File: src/rtl/fta_pkg.sv
// ----------------------------------------------------------------------------
// fta_pkg
// Shared types, operation codes and helpers of the truncating fp32 ALU.
// ----------------------------------------------------------------------------
`timescale 1ns / 1ps
`default_nettype none

package fta_pkg;

   typedef enum logic [1:0] {
      FUNC_ADD = 2'd0,
      FUNC_SUB = 2'd1,
      FUNC_MUL = 2'd2,
      FUNC_DIV = 2'd3
   } func_type;

   localparam int EXP_BIAS    = 127;
   localparam int MANT_W      = 24;   // mantissa with implicit one
   localparam int DIV_BITS    = 3;    // quotient bits resolved per stage
   localparam int DIV_STAGES  = MANT_W / DIV_BITS;
   localparam int DIV_LAT     = DIV_STAGES + 1;
   localparam int AM_LAT      = 3;
   localparam int PAD_LAT     = DIV_LAT - AM_LAT;

   typedef struct packed {
      logic        sign;
      logic [7:0]  exponent;
      logic [22:0] mantissa;
      logic        oor;
   } res_type;

   // Wrap an unbounded 10-bit signed exponent into a result.
   function automatic res_type make_res(input logic sign, input logic signed [9:0] e,
                                        input logic [22:0] mant);
      res_type r;
      r.sign     = sign;
      r.exponent = e[7:0];
      r.mantissa = mant;
      r.oor      = e[9] | e[8];
      return r;
   endfunction

endpackage

`default_nettype wire

File: src/rtl/fta_addsub.sv
// ----------------------------------------------------------------------------
// fta_addsub
// Three-stage add path: align, signed add, normalize.
// ----------------------------------------------------------------------------
`timescale 1ns / 1ps
`default_nettype none

module fta_addsub
   import fta_pkg::*;
(
   input  wire logic        clock,
   input  wire logic        en,
   input  wire logic        a_sign,
   input  wire logic [7:0]  a_exponent,
   input  wire logic [22:0] a_mantissa,
   input  wire logic        b_sign,
   input  wire logic [7:0]  b_exponent,
   input  wire logic [22:0] b_mantissa,
   output res_type          res
);

   logic [7:0]  exp1_ff, exp1_in;
   logic [23:0] big1_ff, big1_in, sml1_ff, sml1_in;
   logic        bs1_ff, bs1_in, ss1_ff, ss1_in;
   logic [7:0]  diff;
   logic [23:0] sml_raw;

   // Align the operand with the smaller exponent
   always_comb begin
      if (a_exponent > b_exponent) begin
         diff    = a_exponent - b_exponent;
         exp1_in = a_exponent;
         big1_in = {1'b1, a_mantissa};
         bs1_in  = a_sign;
         sml_raw = {1'b1, b_mantissa};
         ss1_in  = b_sign;
      end else begin
         diff    = b_exponent - a_exponent;
         exp1_in = b_exponent;
         big1_in = {1'b1, b_mantissa};
         bs1_in  = b_sign;
         sml_raw = {1'b1, a_mantissa};
         ss1_in  = a_sign;
      end
      sml1_in = (diff >= 8'd24) ? '0 : (sml_raw >> diff[4:0]);
   end

   always_ff @(posedge clock) begin
      if (en) begin
         exp1_ff <= exp1_in;
         big1_ff <= big1_in;
         sml1_ff <= sml1_in;
         bs1_ff  <= bs1_in;
         ss1_ff  <= ss1_in;
      end
   end

   logic [7:0]  exp2_ff;
   logic [24:0] mag2_ff, mag2_in;
   logic        sg2_ff, sg2_in;

   // Add signed magnitudes
   always_comb begin
      if (bs1_ff == ss1_ff) begin
         mag2_in = {1'b0, big1_ff} + {1'b0, sml1_ff};
         sg2_in  = bs1_ff;
      end else if (big1_ff >= sml1_ff) begin
         mag2_in = {1'b0, big1_ff - sml1_ff};
         sg2_in  = bs1_ff;
      end else begin
         mag2_in = {1'b0, sml1_ff - big1_ff};
         sg2_in  = ss1_ff;
      end
   end

   always_ff @(posedge clock) begin
      if (en) begin
         exp2_ff <= exp1_ff;
         mag2_ff <= mag2_in;
         sg2_ff  <= sg2_in;
      end
   end

   res_type      res_ff, res_in;
   logic [4:0]   lz;
   logic [23:0]  shifted;
   logic signed [9:0] e;

   // Normalize: on a carry take bits 23:1, else shift the leading one to bit 23
   always_comb begin
      lz = 5'd0;
      e  = '0;
      for (int i = 0; i < 24; i++) begin
         if (mag2_ff[i]) lz = 5'(23 - i);
      end
      shifted = mag2_ff[23:0] << lz;
      if (mag2_ff == '0) begin
         res_in = '0;
      end else if (mag2_ff[24]) begin
         e      = $signed({2'b00, exp2_ff}) + 10'sd1;
         res_in = make_res(sg2_ff, e, mag2_ff[23:1]);
      end else begin
         e      = $signed({2'b00, exp2_ff}) - $signed({5'd0, lz});
         res_in = make_res(sg2_ff, e, shifted[22:0]);
      end
   end

   always_ff @(posedge clock) begin
      if (en) res_ff <= res_in;
   end

   assign res = res_ff;

endmodule

`default_nettype wire

File: src/rtl/fta_mul.sv
// ----------------------------------------------------------------------------
// fta_mul
// Three-stage multiply path: product, normalize, pack.
// ----------------------------------------------------------------------------
`timescale 1ns / 1ps
`default_nettype none

module fta_mul
   import fta_pkg::*;
(
   input  wire logic        clock,
   input  wire logic        en,
   input  wire logic        a_sign,
   input  wire logic [7:0]  a_exponent,
   input  wire logic [22:0] a_mantissa,
   input  wire logic        b_sign,
   input  wire logic [7:0]  b_exponent,
   input  wire logic [22:0] b_mantissa,
   output res_type          res
);

   logic [47:0]       prod_ff;
   logic signed [9:0] exp1_ff, exp2_ff;
   logic              sg1_ff, sg2_ff;
   logic [22:0]       mant2_ff;
   res_type           res_ff;

   // Multiply mantissas, add exponents
   always_ff @(posedge clock) begin
      if (en) begin
         prod_ff <= {1'b1, a_mantissa} * {1'b1, b_mantissa};
         exp1_ff <= $signed({2'b00, a_exponent}) + $signed({2'b00, b_exponent})
                    - 10'(EXP_BIAS);
         sg1_ff  <= a_sign ^ b_sign;
      end
   end

   // Truncate the product to 24 bits
   always_ff @(posedge clock) begin
      if (en) begin
         sg2_ff <= sg1_ff;
         if (prod_ff[47]) begin
            mant2_ff <= prod_ff[46:24];
            exp2_ff  <= exp1_ff + 10'sd1;
         end else begin
            mant2_ff <= prod_ff[45:23];
            exp2_ff  <= exp1_ff;
         end
      end
   end

   always_ff @(posedge clock) begin
      if (en) res_ff <= make_res(sg2_ff, exp2_ff, mant2_ff);
   end

   assign res = res_ff;

endmodule

`default_nettype wire

File: src/rtl/fta_div.sv
// ----------------------------------------------------------------------------
// fta_div
// Pipelined restoring divider, a few quotient bits per stage, then normalize.
// ----------------------------------------------------------------------------
`timescale 1ns / 1ps
`default_nettype none

module fta_div
   import fta_pkg::*;
(
   input  wire logic        clock,
   input  wire logic        en,
   input  wire logic        a_sign,
   input  wire logic [7:0]  a_exponent,
   input  wire logic [22:0] a_mantissa,
   input  wire logic        b_sign,
   input  wire logic [7:0]  b_exponent,
   input  wire logic [22:0] b_mantissa,
   output res_type          res
);

   logic [24:0]       rem_ff  [DIV_STAGES];
   logic [23:0]       quo_ff  [DIV_STAGES];
   logic [23:0]       dvs_ff  [DIV_STAGES];
   logic signed [9:0] exp_ff  [DIV_STAGES];
   logic              sg_ff   [DIV_STAGES];

   for (genvar k = 0; k < DIV_STAGES; k++) begin : g_stage
      logic [24:0]       rem_src;
      logic [23:0]       quo_src, dvs_src;
      logic signed [9:0] exp_src;
      logic              sg_src;
      logic [24:0]       rem_in;
      logic [23:0]       quo_in;

      if (k == 0) begin : g_seed
         assign rem_src = {2'b01, a_mantissa};
         assign quo_src = '0;
         assign dvs_src = {1'b1, b_mantissa};
         assign exp_src = $signed({2'b00, a_exponent}) - $signed({2'b00, b_exponent})
                          + 10'(EXP_BIAS);
         assign sg_src  = a_sign ^ b_sign;
      end else begin : g_chain
         assign rem_src = rem_ff[k-1];
         assign quo_src = quo_ff[k-1];
         assign dvs_src = dvs_ff[k-1];
         assign exp_src = exp_ff[k-1];
         assign sg_src  = sg_ff[k-1];
      end

      // Resolve a few quotient bits: compare, subtract, shift
      always_comb begin
         rem_in = rem_src;
         quo_in = quo_src;
         for (int j = 0; j < DIV_BITS; j++) begin
            if (rem_in >= {1'b0, dvs_src}) begin
               rem_in = rem_in - {1'b0, dvs_src};
               quo_in = {quo_in[22:0], 1'b1};
            end else begin
               quo_in = {quo_in[22:0], 1'b0};
            end
            rem_in = {rem_in[23:0], 1'b0};
         end
      end

      always_ff @(posedge clock) begin
         if (en) begin
            rem_ff[k] <= rem_in;
            quo_ff[k] <= quo_in;
            dvs_ff[k] <= dvs_src;
            exp_ff[k] <= exp_src;
            sg_ff[k]  <= sg_src;
         end
      end
   end

   res_type res_ff;
   logic [23:0]       q;
   logic signed [9:0] qe;

   assign q  = quo_ff[DIV_STAGES-1];
   assign qe = exp_ff[DIV_STAGES-1];

   // Normalize: the quotient lies in [2^22, 2^24)
   always_ff @(posedge clock) begin
      if (en) begin
         if (q[23]) begin
            res_ff <= make_res(sg_ff[DIV_STAGES-1], qe, q[22:0]);
         end else begin
            res_ff <= make_res(sg_ff[DIV_STAGES-1], qe - 10'sd1, {q[21:0], 1'b0});
         end
      end
   end

   assign res = res_ff;

endmodule

`default_nettype wire

File: src/rtl/fp32_truncating_alu_top.sv
// ----------------------------------------------------------------------------
// fp32_truncating_alu_top
// Add, subtract, multiply and divide of fp32 operands with truncation.
// ----------------------------------------------------------------------------
// The pipeline depth is set by the divider (8 stages of 3 quotient bits each
// plus a normalize stage); add/subtract and multiply run 3 stages and are
// delayed to the same depth so results leave in order. One request is
// accepted per cycle unless the pipeline holds; the whole pipeline holds
// while a result waits on rsp_tready. Operands are always read as normal
// numbers with an implicit one; no zero, denormal, infinity or NaN handling.
`timescale 1ns / 1ps
`default_nettype none

module fp32_truncating_alu_top
   import fta_pkg::*;
(
   input  wire logic        clock,
   input  wire logic        reset,
   input  wire logic        req_tvalid,
   output logic             req_tready,
   // func[1:0], a_sign[2], a_exponent[10:3], a_mantissa[33:11],
   // b_sign[34], b_exponent[42:35], b_mantissa[65:43], zero fill
   input  wire logic [71:0] req_tdata,
   output logic             rsp_tvalid,
   input  wire logic        rsp_tready,
   // r_sign[0], r_exponent[8:1], r_mantissa[31:9], exp_out_of_range[32],
   // zero fill
   output logic [39:0]      rsp_tdata
);

   logic        en;
   func_type    func;
   logic        a_sign, b_sign, b_sign_eff;
   logic [7:0]  a_exponent, b_exponent;
   logic [22:0] a_mantissa, b_mantissa;

   assign func       = func_type'(req_tdata[1:0]);
   assign a_sign     = req_tdata[2];
   assign a_exponent = req_tdata[10:3];
   assign a_mantissa = req_tdata[33:11];
   assign b_sign     = req_tdata[34];
   assign b_exponent = req_tdata[42:35];
   assign b_mantissa = req_tdata[65:43];
   assign b_sign_eff = b_sign ^ (func == FUNC_SUB);

   logic     vld_ff [DIV_LAT];
   func_type fn_ff  [DIV_LAT];

   // Advance everything unless the last stage holds an untaken result
   assign en         = !vld_ff[DIV_LAT-1] || rsp_tready;
   assign req_tready = en;

   always_ff @(posedge clock) begin
      if (reset) begin
         for (int i = 0; i < DIV_LAT; i++) vld_ff[i] <= 1'b0;
      end else if (en) begin
         vld_ff[0] <= req_tvalid;
         for (int i = 1; i < DIV_LAT; i++) vld_ff[i] <= vld_ff[i-1];
      end
   end

   always_ff @(posedge clock) begin
      if (en) begin
         fn_ff[0] <= func;
         for (int i = 1; i < DIV_LAT; i++) fn_ff[i] <= fn_ff[i-1];
      end
   end

   res_type add_res, mul_res, div_res;

   fta_addsub u_add (
      .clock(clock), .en(en),
      .a_sign(a_sign), .a_exponent(a_exponent), .a_mantissa(a_mantissa),
      .b_sign(b_sign_eff), .b_exponent(b_exponent), .b_mantissa(b_mantissa),
      .res(add_res)
   );

   fta_mul u_mul (
      .clock(clock), .en(en),
      .a_sign(a_sign), .a_exponent(a_exponent), .a_mantissa(a_mantissa),
      .b_sign(b_sign), .b_exponent(b_exponent), .b_mantissa(b_mantissa),
      .res(mul_res)
   );

   fta_div u_div (
      .clock(clock), .en(en),
      .a_sign(a_sign), .a_exponent(a_exponent), .a_mantissa(a_mantissa),
      .b_sign(b_sign), .b_exponent(b_exponent), .b_mantissa(b_mantissa),
      .res(div_res)
   );

   // Delay the short paths to the divider depth
   res_type add_dly_ff [PAD_LAT];
   res_type mul_dly_ff [PAD_LAT];

   always_ff @(posedge clock) begin
      if (en) begin
         add_dly_ff[0] <= add_res;
         mul_dly_ff[0] <= mul_res;
         for (int i = 1; i < PAD_LAT; i++) begin
            add_dly_ff[i] <= add_dly_ff[i-1];
            mul_dly_ff[i] <= mul_dly_ff[i-1];
         end
      end
   end

   res_type out_res;

   // Select the finished result by operation
   always_comb begin
      unique case (fn_ff[DIV_LAT-1]) inside
         FUNC_ADD, FUNC_SUB: out_res = add_dly_ff[PAD_LAT-1];
         FUNC_MUL:           out_res = mul_dly_ff[PAD_LAT-1];
         FUNC_DIV:           out_res = div_res;
         default:            out_res = div_res;
      endcase
   end

   assign rsp_tvalid = vld_ff[DIV_LAT-1];
   assign rsp_tdata  = {7'd0, out_res.oor, out_res.mantissa, out_res.exponent,
                        out_res.sign};

endmodule

`default_nettype wire

File: config.mk
export PLATFORM = sky130hd
export DESIGN_NAME = fp32_truncating_alu_top
export DESIGN_NICKNAME = d
export VERILOG_FILES = /design/src/rtl/fta_pkg.sv /design/src/rtl/fta_addsub.sv /design/src/rtl/fta_mul.sv /design/src/rtl/fta_div.sv /design/src/rtl/fp32_truncating_alu_top.sv
export SDC_FILE = /design/constraint.sdc
export NUM_CORES = 2
export LEC_CHECK = 0
export ABC_AREA = 1
export BUFFER_PORTS_ARGS = -buffer_cell sky130_fd_sc_hd__buf_2
export CORE_UTILIZATION = 60
export CTS_BUF_LIST = sky130_fd_sc_hd__clkbuf_2 sky130_fd_sc_hd__clkbuf_4 sky130_fd_sc_hd__clkbuf_8
export DETAILED_ROUTE_END_ITERATION = 7
export PLACE_DENSITY_LB_ADDON = 0.05
export REMOVE_ABC_BUFFERS = 1
export SLEW_MARGIN = 20
export SYNTH_ARGS = -nofsm -noshare
export SYNTH_HDL_FRONTEND = slang
export SYNTH_HIERARCHICAL = 1
export SYNTH_SLANG_ARGS = --single-unit
File: constraint.sdc
create_clock -name clock -period 56.7 [get_ports clock]
set_input_delay 8.505 -clock clock [delete_from_list [all_inputs] [get_ports clock]]
set_output_delay 8.505 -clock clock [all_outputs]
set_load 0.05 [all_outputs]
==> results.md <==
- The critical-path maximum fanout is 4.
- The number of post-CTS setup repair buffers is 0.
- Detailed placement finished with a half-perimeter wire length of 251000 um.
- No sink is reached through more buffers than the 3 on the longest clock path.
- After synthesis, the share of flip-flops with an asynchronous set or reset is 0%.
- The floorplan die height is 420 um.
- Clock tree synthesis selected as its root buffer the cell sky130_fd_sc_hd__clkbuf_8.
- After detailed routing, the number of vias per cell comes to 5.72.
- For the worst setup path, the data arrival time is 9460 ps.
- The wire length of the first global-routing pass is 484000 um.
- The initial standard-cell utilization of the core is 60.4%.
- Summed over all failing endpoints, the final setup total negative slack is 0 ps.
- The placed cell count is 15100.
- The launch point of the worst reg-to-reg path is u_div/dvs_ff[2][19].
- For this run, the number of Yosys warnings is 6.
- The most used flip-flop cell after synthesis is sky130_fd_sc_hd__edfxtp_1.
- The count of maximum capacitance violations is 0.
- Of the synthesized area, sequential elements account for 34.6%.
- The share of cells above drive strength 1 is 5.94%.
- The post-synthesis cell type count is 79.
- Synthesis produced 13000 cells.
- The floorplan has 153 rows.
- The worst setup slack after placement is 38750 ps.
- 118 I/O pins were placed.
- The count of final hold-check violations is 0.
- The die width is 420 um.
- The core area is 174000 um2.
- The number of buffers inserted for hold repair after clock tree synthesis is 0.
- The number of flops mapped to enable cells by yosys is 1208.
- The largest net degree at the start of global routing is 217.
- Setup repair after global routing left no endpoint under its margin.
- Headroom to the max-slew limit came out at 24.8%.
- After synthesis, the cell types taking the most area are sky130_fd_sc_hd__edfxtp_1 (35%), sky130_fd_sc_hd__nand2_1 (12%), sky130_fd_sc_hd__ha_1 (9.7%).
- In this run the critical register-to-register path is captured at u_div/rem_ff[3][7].
- Of all cell types, the one taking the most synthesized area is sky130_fd_sc_hd__edfxtp_1.
- The final routed wirelength across all metal layers is 322000 um.
- Global routing consumed, over all layers together, 36.1% of the routing resources.
- Dividing the final minimum period by the clock period gives 31.7%.
- The worst setup path is of the in -> out kind.
- After global routing the overflow that remains totals 0.
- The worst hold path was traced through 0 stages.
- The detailed router placed 88700 vias in this run.
- Data on the critical path is required at its endpoint by 48190 ps.
- The measured slew at the worst slew-check pin is 1130 ps.
- Setup slack on the worst reg-to-reg path comes out at 47900 ps.
- The worst-case clock skew is 76.4 ps.
- The worst setup path is captured at an output pin.
- The count of placed standard cells in the final layout, fillers left out is 15500.
- The worst hold path begins at u_add/res[23].
- Subtracting the final worst setup slack from the clock period gives 17960 ps.
- The final weighted congestion in routability-driven placement is 1.06.
- The post-synth design cell area is 105000 um2.
- The detailed router finished its first iteration with 8571 violations.
- STA classifies the critical path startpoint as an input port.
- The most common library cell in the layout ignoring fill and taps is sky130_fd_sc_hd__nand2_1.
- The detailed-router iteration count before antenna repair is 8.
- Setup violations remaining at the end of the flow were counted as 0.
- Gates resized during post-CTS repair numbered 0.
- TritonCTS built the clock tree.
- The number of buffers created by CTS is 189.
- The maximum level of the CTS H-tree is 4.
- The worst reg2reg path depth is 34.
- The library cells used most frequently in the layout, excluding fill and tap cells, are sky130_fd_sc_hd__nand2_1 (3470), sky130_fd_sc_hd__inv_1 (2155), sky130_fd_sc_hd__edfxtp_1 (1208), sky130_fd_sc_hd__ha_1 (816), sky130_fd_sc_hd__nand3_1 (804).
- The routed length per instance is 20.8 um.
- The area growth from synthesis to layout is 5.87%.
- The area share of the largest cell type after synthesis is 34.6%.
- A synthesized cell averages 8.09 um2.
- The number of pins with negative max-slew slack in the final report is 0.
- The later pin in the worst-skew pair is clocked with a latency of 950 ps.
- The setup slack of the critical path after layout is 38740 ps.
- After clock tree synthesis, the clock-pin slew on the worst setup and hold paths is 60 ps.
- The clock net in this run drives a total of 1208 sinks.
- The run finished, with violations left.
- The worst hold path belongs to the class reg -> reg.
- The final layout contains 14400 nets.
- The number of nets with antenna violations after detailed routing is 0.
- The checks that failed: DRC.
- The maximum achievable frequency is 0.0557 GHz.
- The number of global-route vias before repair is 85900.
- After synthesis the netlist holds a flip-flop and latch count of 1208.
- The count of buffers added on input and output ports is 104.
- The number of antenna violations at the first check in global routing is 27.
- The hold slack is 382 ps.
- For hold timing, the worst endpoint is add_dly_ff[0][23].
- The DRC violations left is 4.
- The floorplan step defined a die boundary enclosing 176000 um2.
==> kinds of logic after synthesis <==
group | share of synthesized area (%)
adders and majority gates | 19.2
buffers and inverters | 9.58
and+or+nand+nor | 22.3
other | 0.00358
AOI/OAI and AO/OA | 9.80
muxes | 0.127
DFF | 34.6
xor gates and xnor gates | 4.37
==> routing by layer <==
metal | share of wire, % | vias up | routed length, um | track usage (%)
met5 | 0.015 | - | 49 | 0
met4 | 7.7 | 6 | 24700 | 25.4
met3 | 7.6 | 937 | 24500 | 5.35
met2 | 45 | 3919 | 146000 | 57.5
met1 | 39 | 41600 | 127000 | 45.2
li1 | - | 42200 | - | -
==> worst max path at each step <==
stage                           from         end  cells past startpoint
after floorplan           rsp_tready  req_tready                      2
after CTS                 rsp_tready  req_tready                      4
final                     rsp_tready  req_tready                      4
after global placement    rsp_tready  req_tready                      4
after global routing      rsp_tready  req_tready                      4
after detailed placement  rsp_tready  req_tready                      4
==> registers in the layout, indices dropped and copies added (netlist names), 24 cells and up <==
| name | cells |
|---|---|
| u_div/res | 33 |
| u_add/mag2_ff | 25 |
| u_div/exp_ff | 80 |
| u_mul/res | 33 |
| u_add/sml1_ff | 24 |
| u_div/dvs_ff | 161 |
| add_dly_ff | 198 |
| u_div/rem_ff | 168 |
| u_mul/prod_ff | 25 |
| u_div/quo_ff | 108 |
| u_add/res | 33 |
| mul_dly_ff | 198 |
==> cells in the mapped netlist (58+ instances only) <==
cell type                     n
sky130_fd_sc_hd__nand4_1    137
sky130_fd_sc_hd__a21oi_1    769
sky130_fd_sc_hd__nand3_1    804
sky130_fd_sc_hd__a21o_1      61
sky130_fd_sc_hd__xnor2_1    244
sky130_fd_sc_hd__ha_1       816
sky130_fd_sc_hd__clkbuf_1   150
sky130_fd_sc_hd__o21bai_1    61
sky130_fd_sc_hd__edfxtp_1  1208
sky130_fd_sc_hd__fa_1       498
sky130_fd_sc_hd__nor2_1     736
sky130_fd_sc_hd__nand2_1   3471
sky130_fd_sc_hd__o21ai_0    580
sky130_fd_sc_hd__nand2_2     60
sky130_fd_sc_hd__inv_2       58
sky130_fd_sc_hd__buf_2       87
sky130_fd_sc_hd__xor2_1     273
sky130_fd_sc_hd__nor3_1      96
sky130_fd_sc_hd__inv_1     2155
sky130_fd_sc_hd__o21ai_1    100
==> critical path: stages <==
cell and delay, ps:
sky130_fd_sc_hd__buf_2 70, sky130_fd_sc_hd__inv_1 60, sky130_fd_sc_hd__nand2_4 210, sky130_fd_sc_hd__buf_2 580
==> cell type report <==
class                      count  area, um2
fill                       14800      62600
clock inverter                96        878
tap                         2325       2910
timing repair buffer         152        943
multi-input combinational   9222      58600
clock buffer                 243       3010
antenna                       30       75.1
sequential                  1208      36300
inverter                    2220       8340
==> per-stage QoR <==
step	cell area, um2	util (%)
6_report	111000	63.9
5_1_grt	111000	63.9
4_1_cts	111000	63.9
3_5_place_dp	107000	61.6
3_3_place_gp	107000	61.6
2_1_floorplan	103000	-
Power is left out: the tool's default activity adds up to more than one toggle a clock period on the data nets, which glitch-free logic cannot reach.
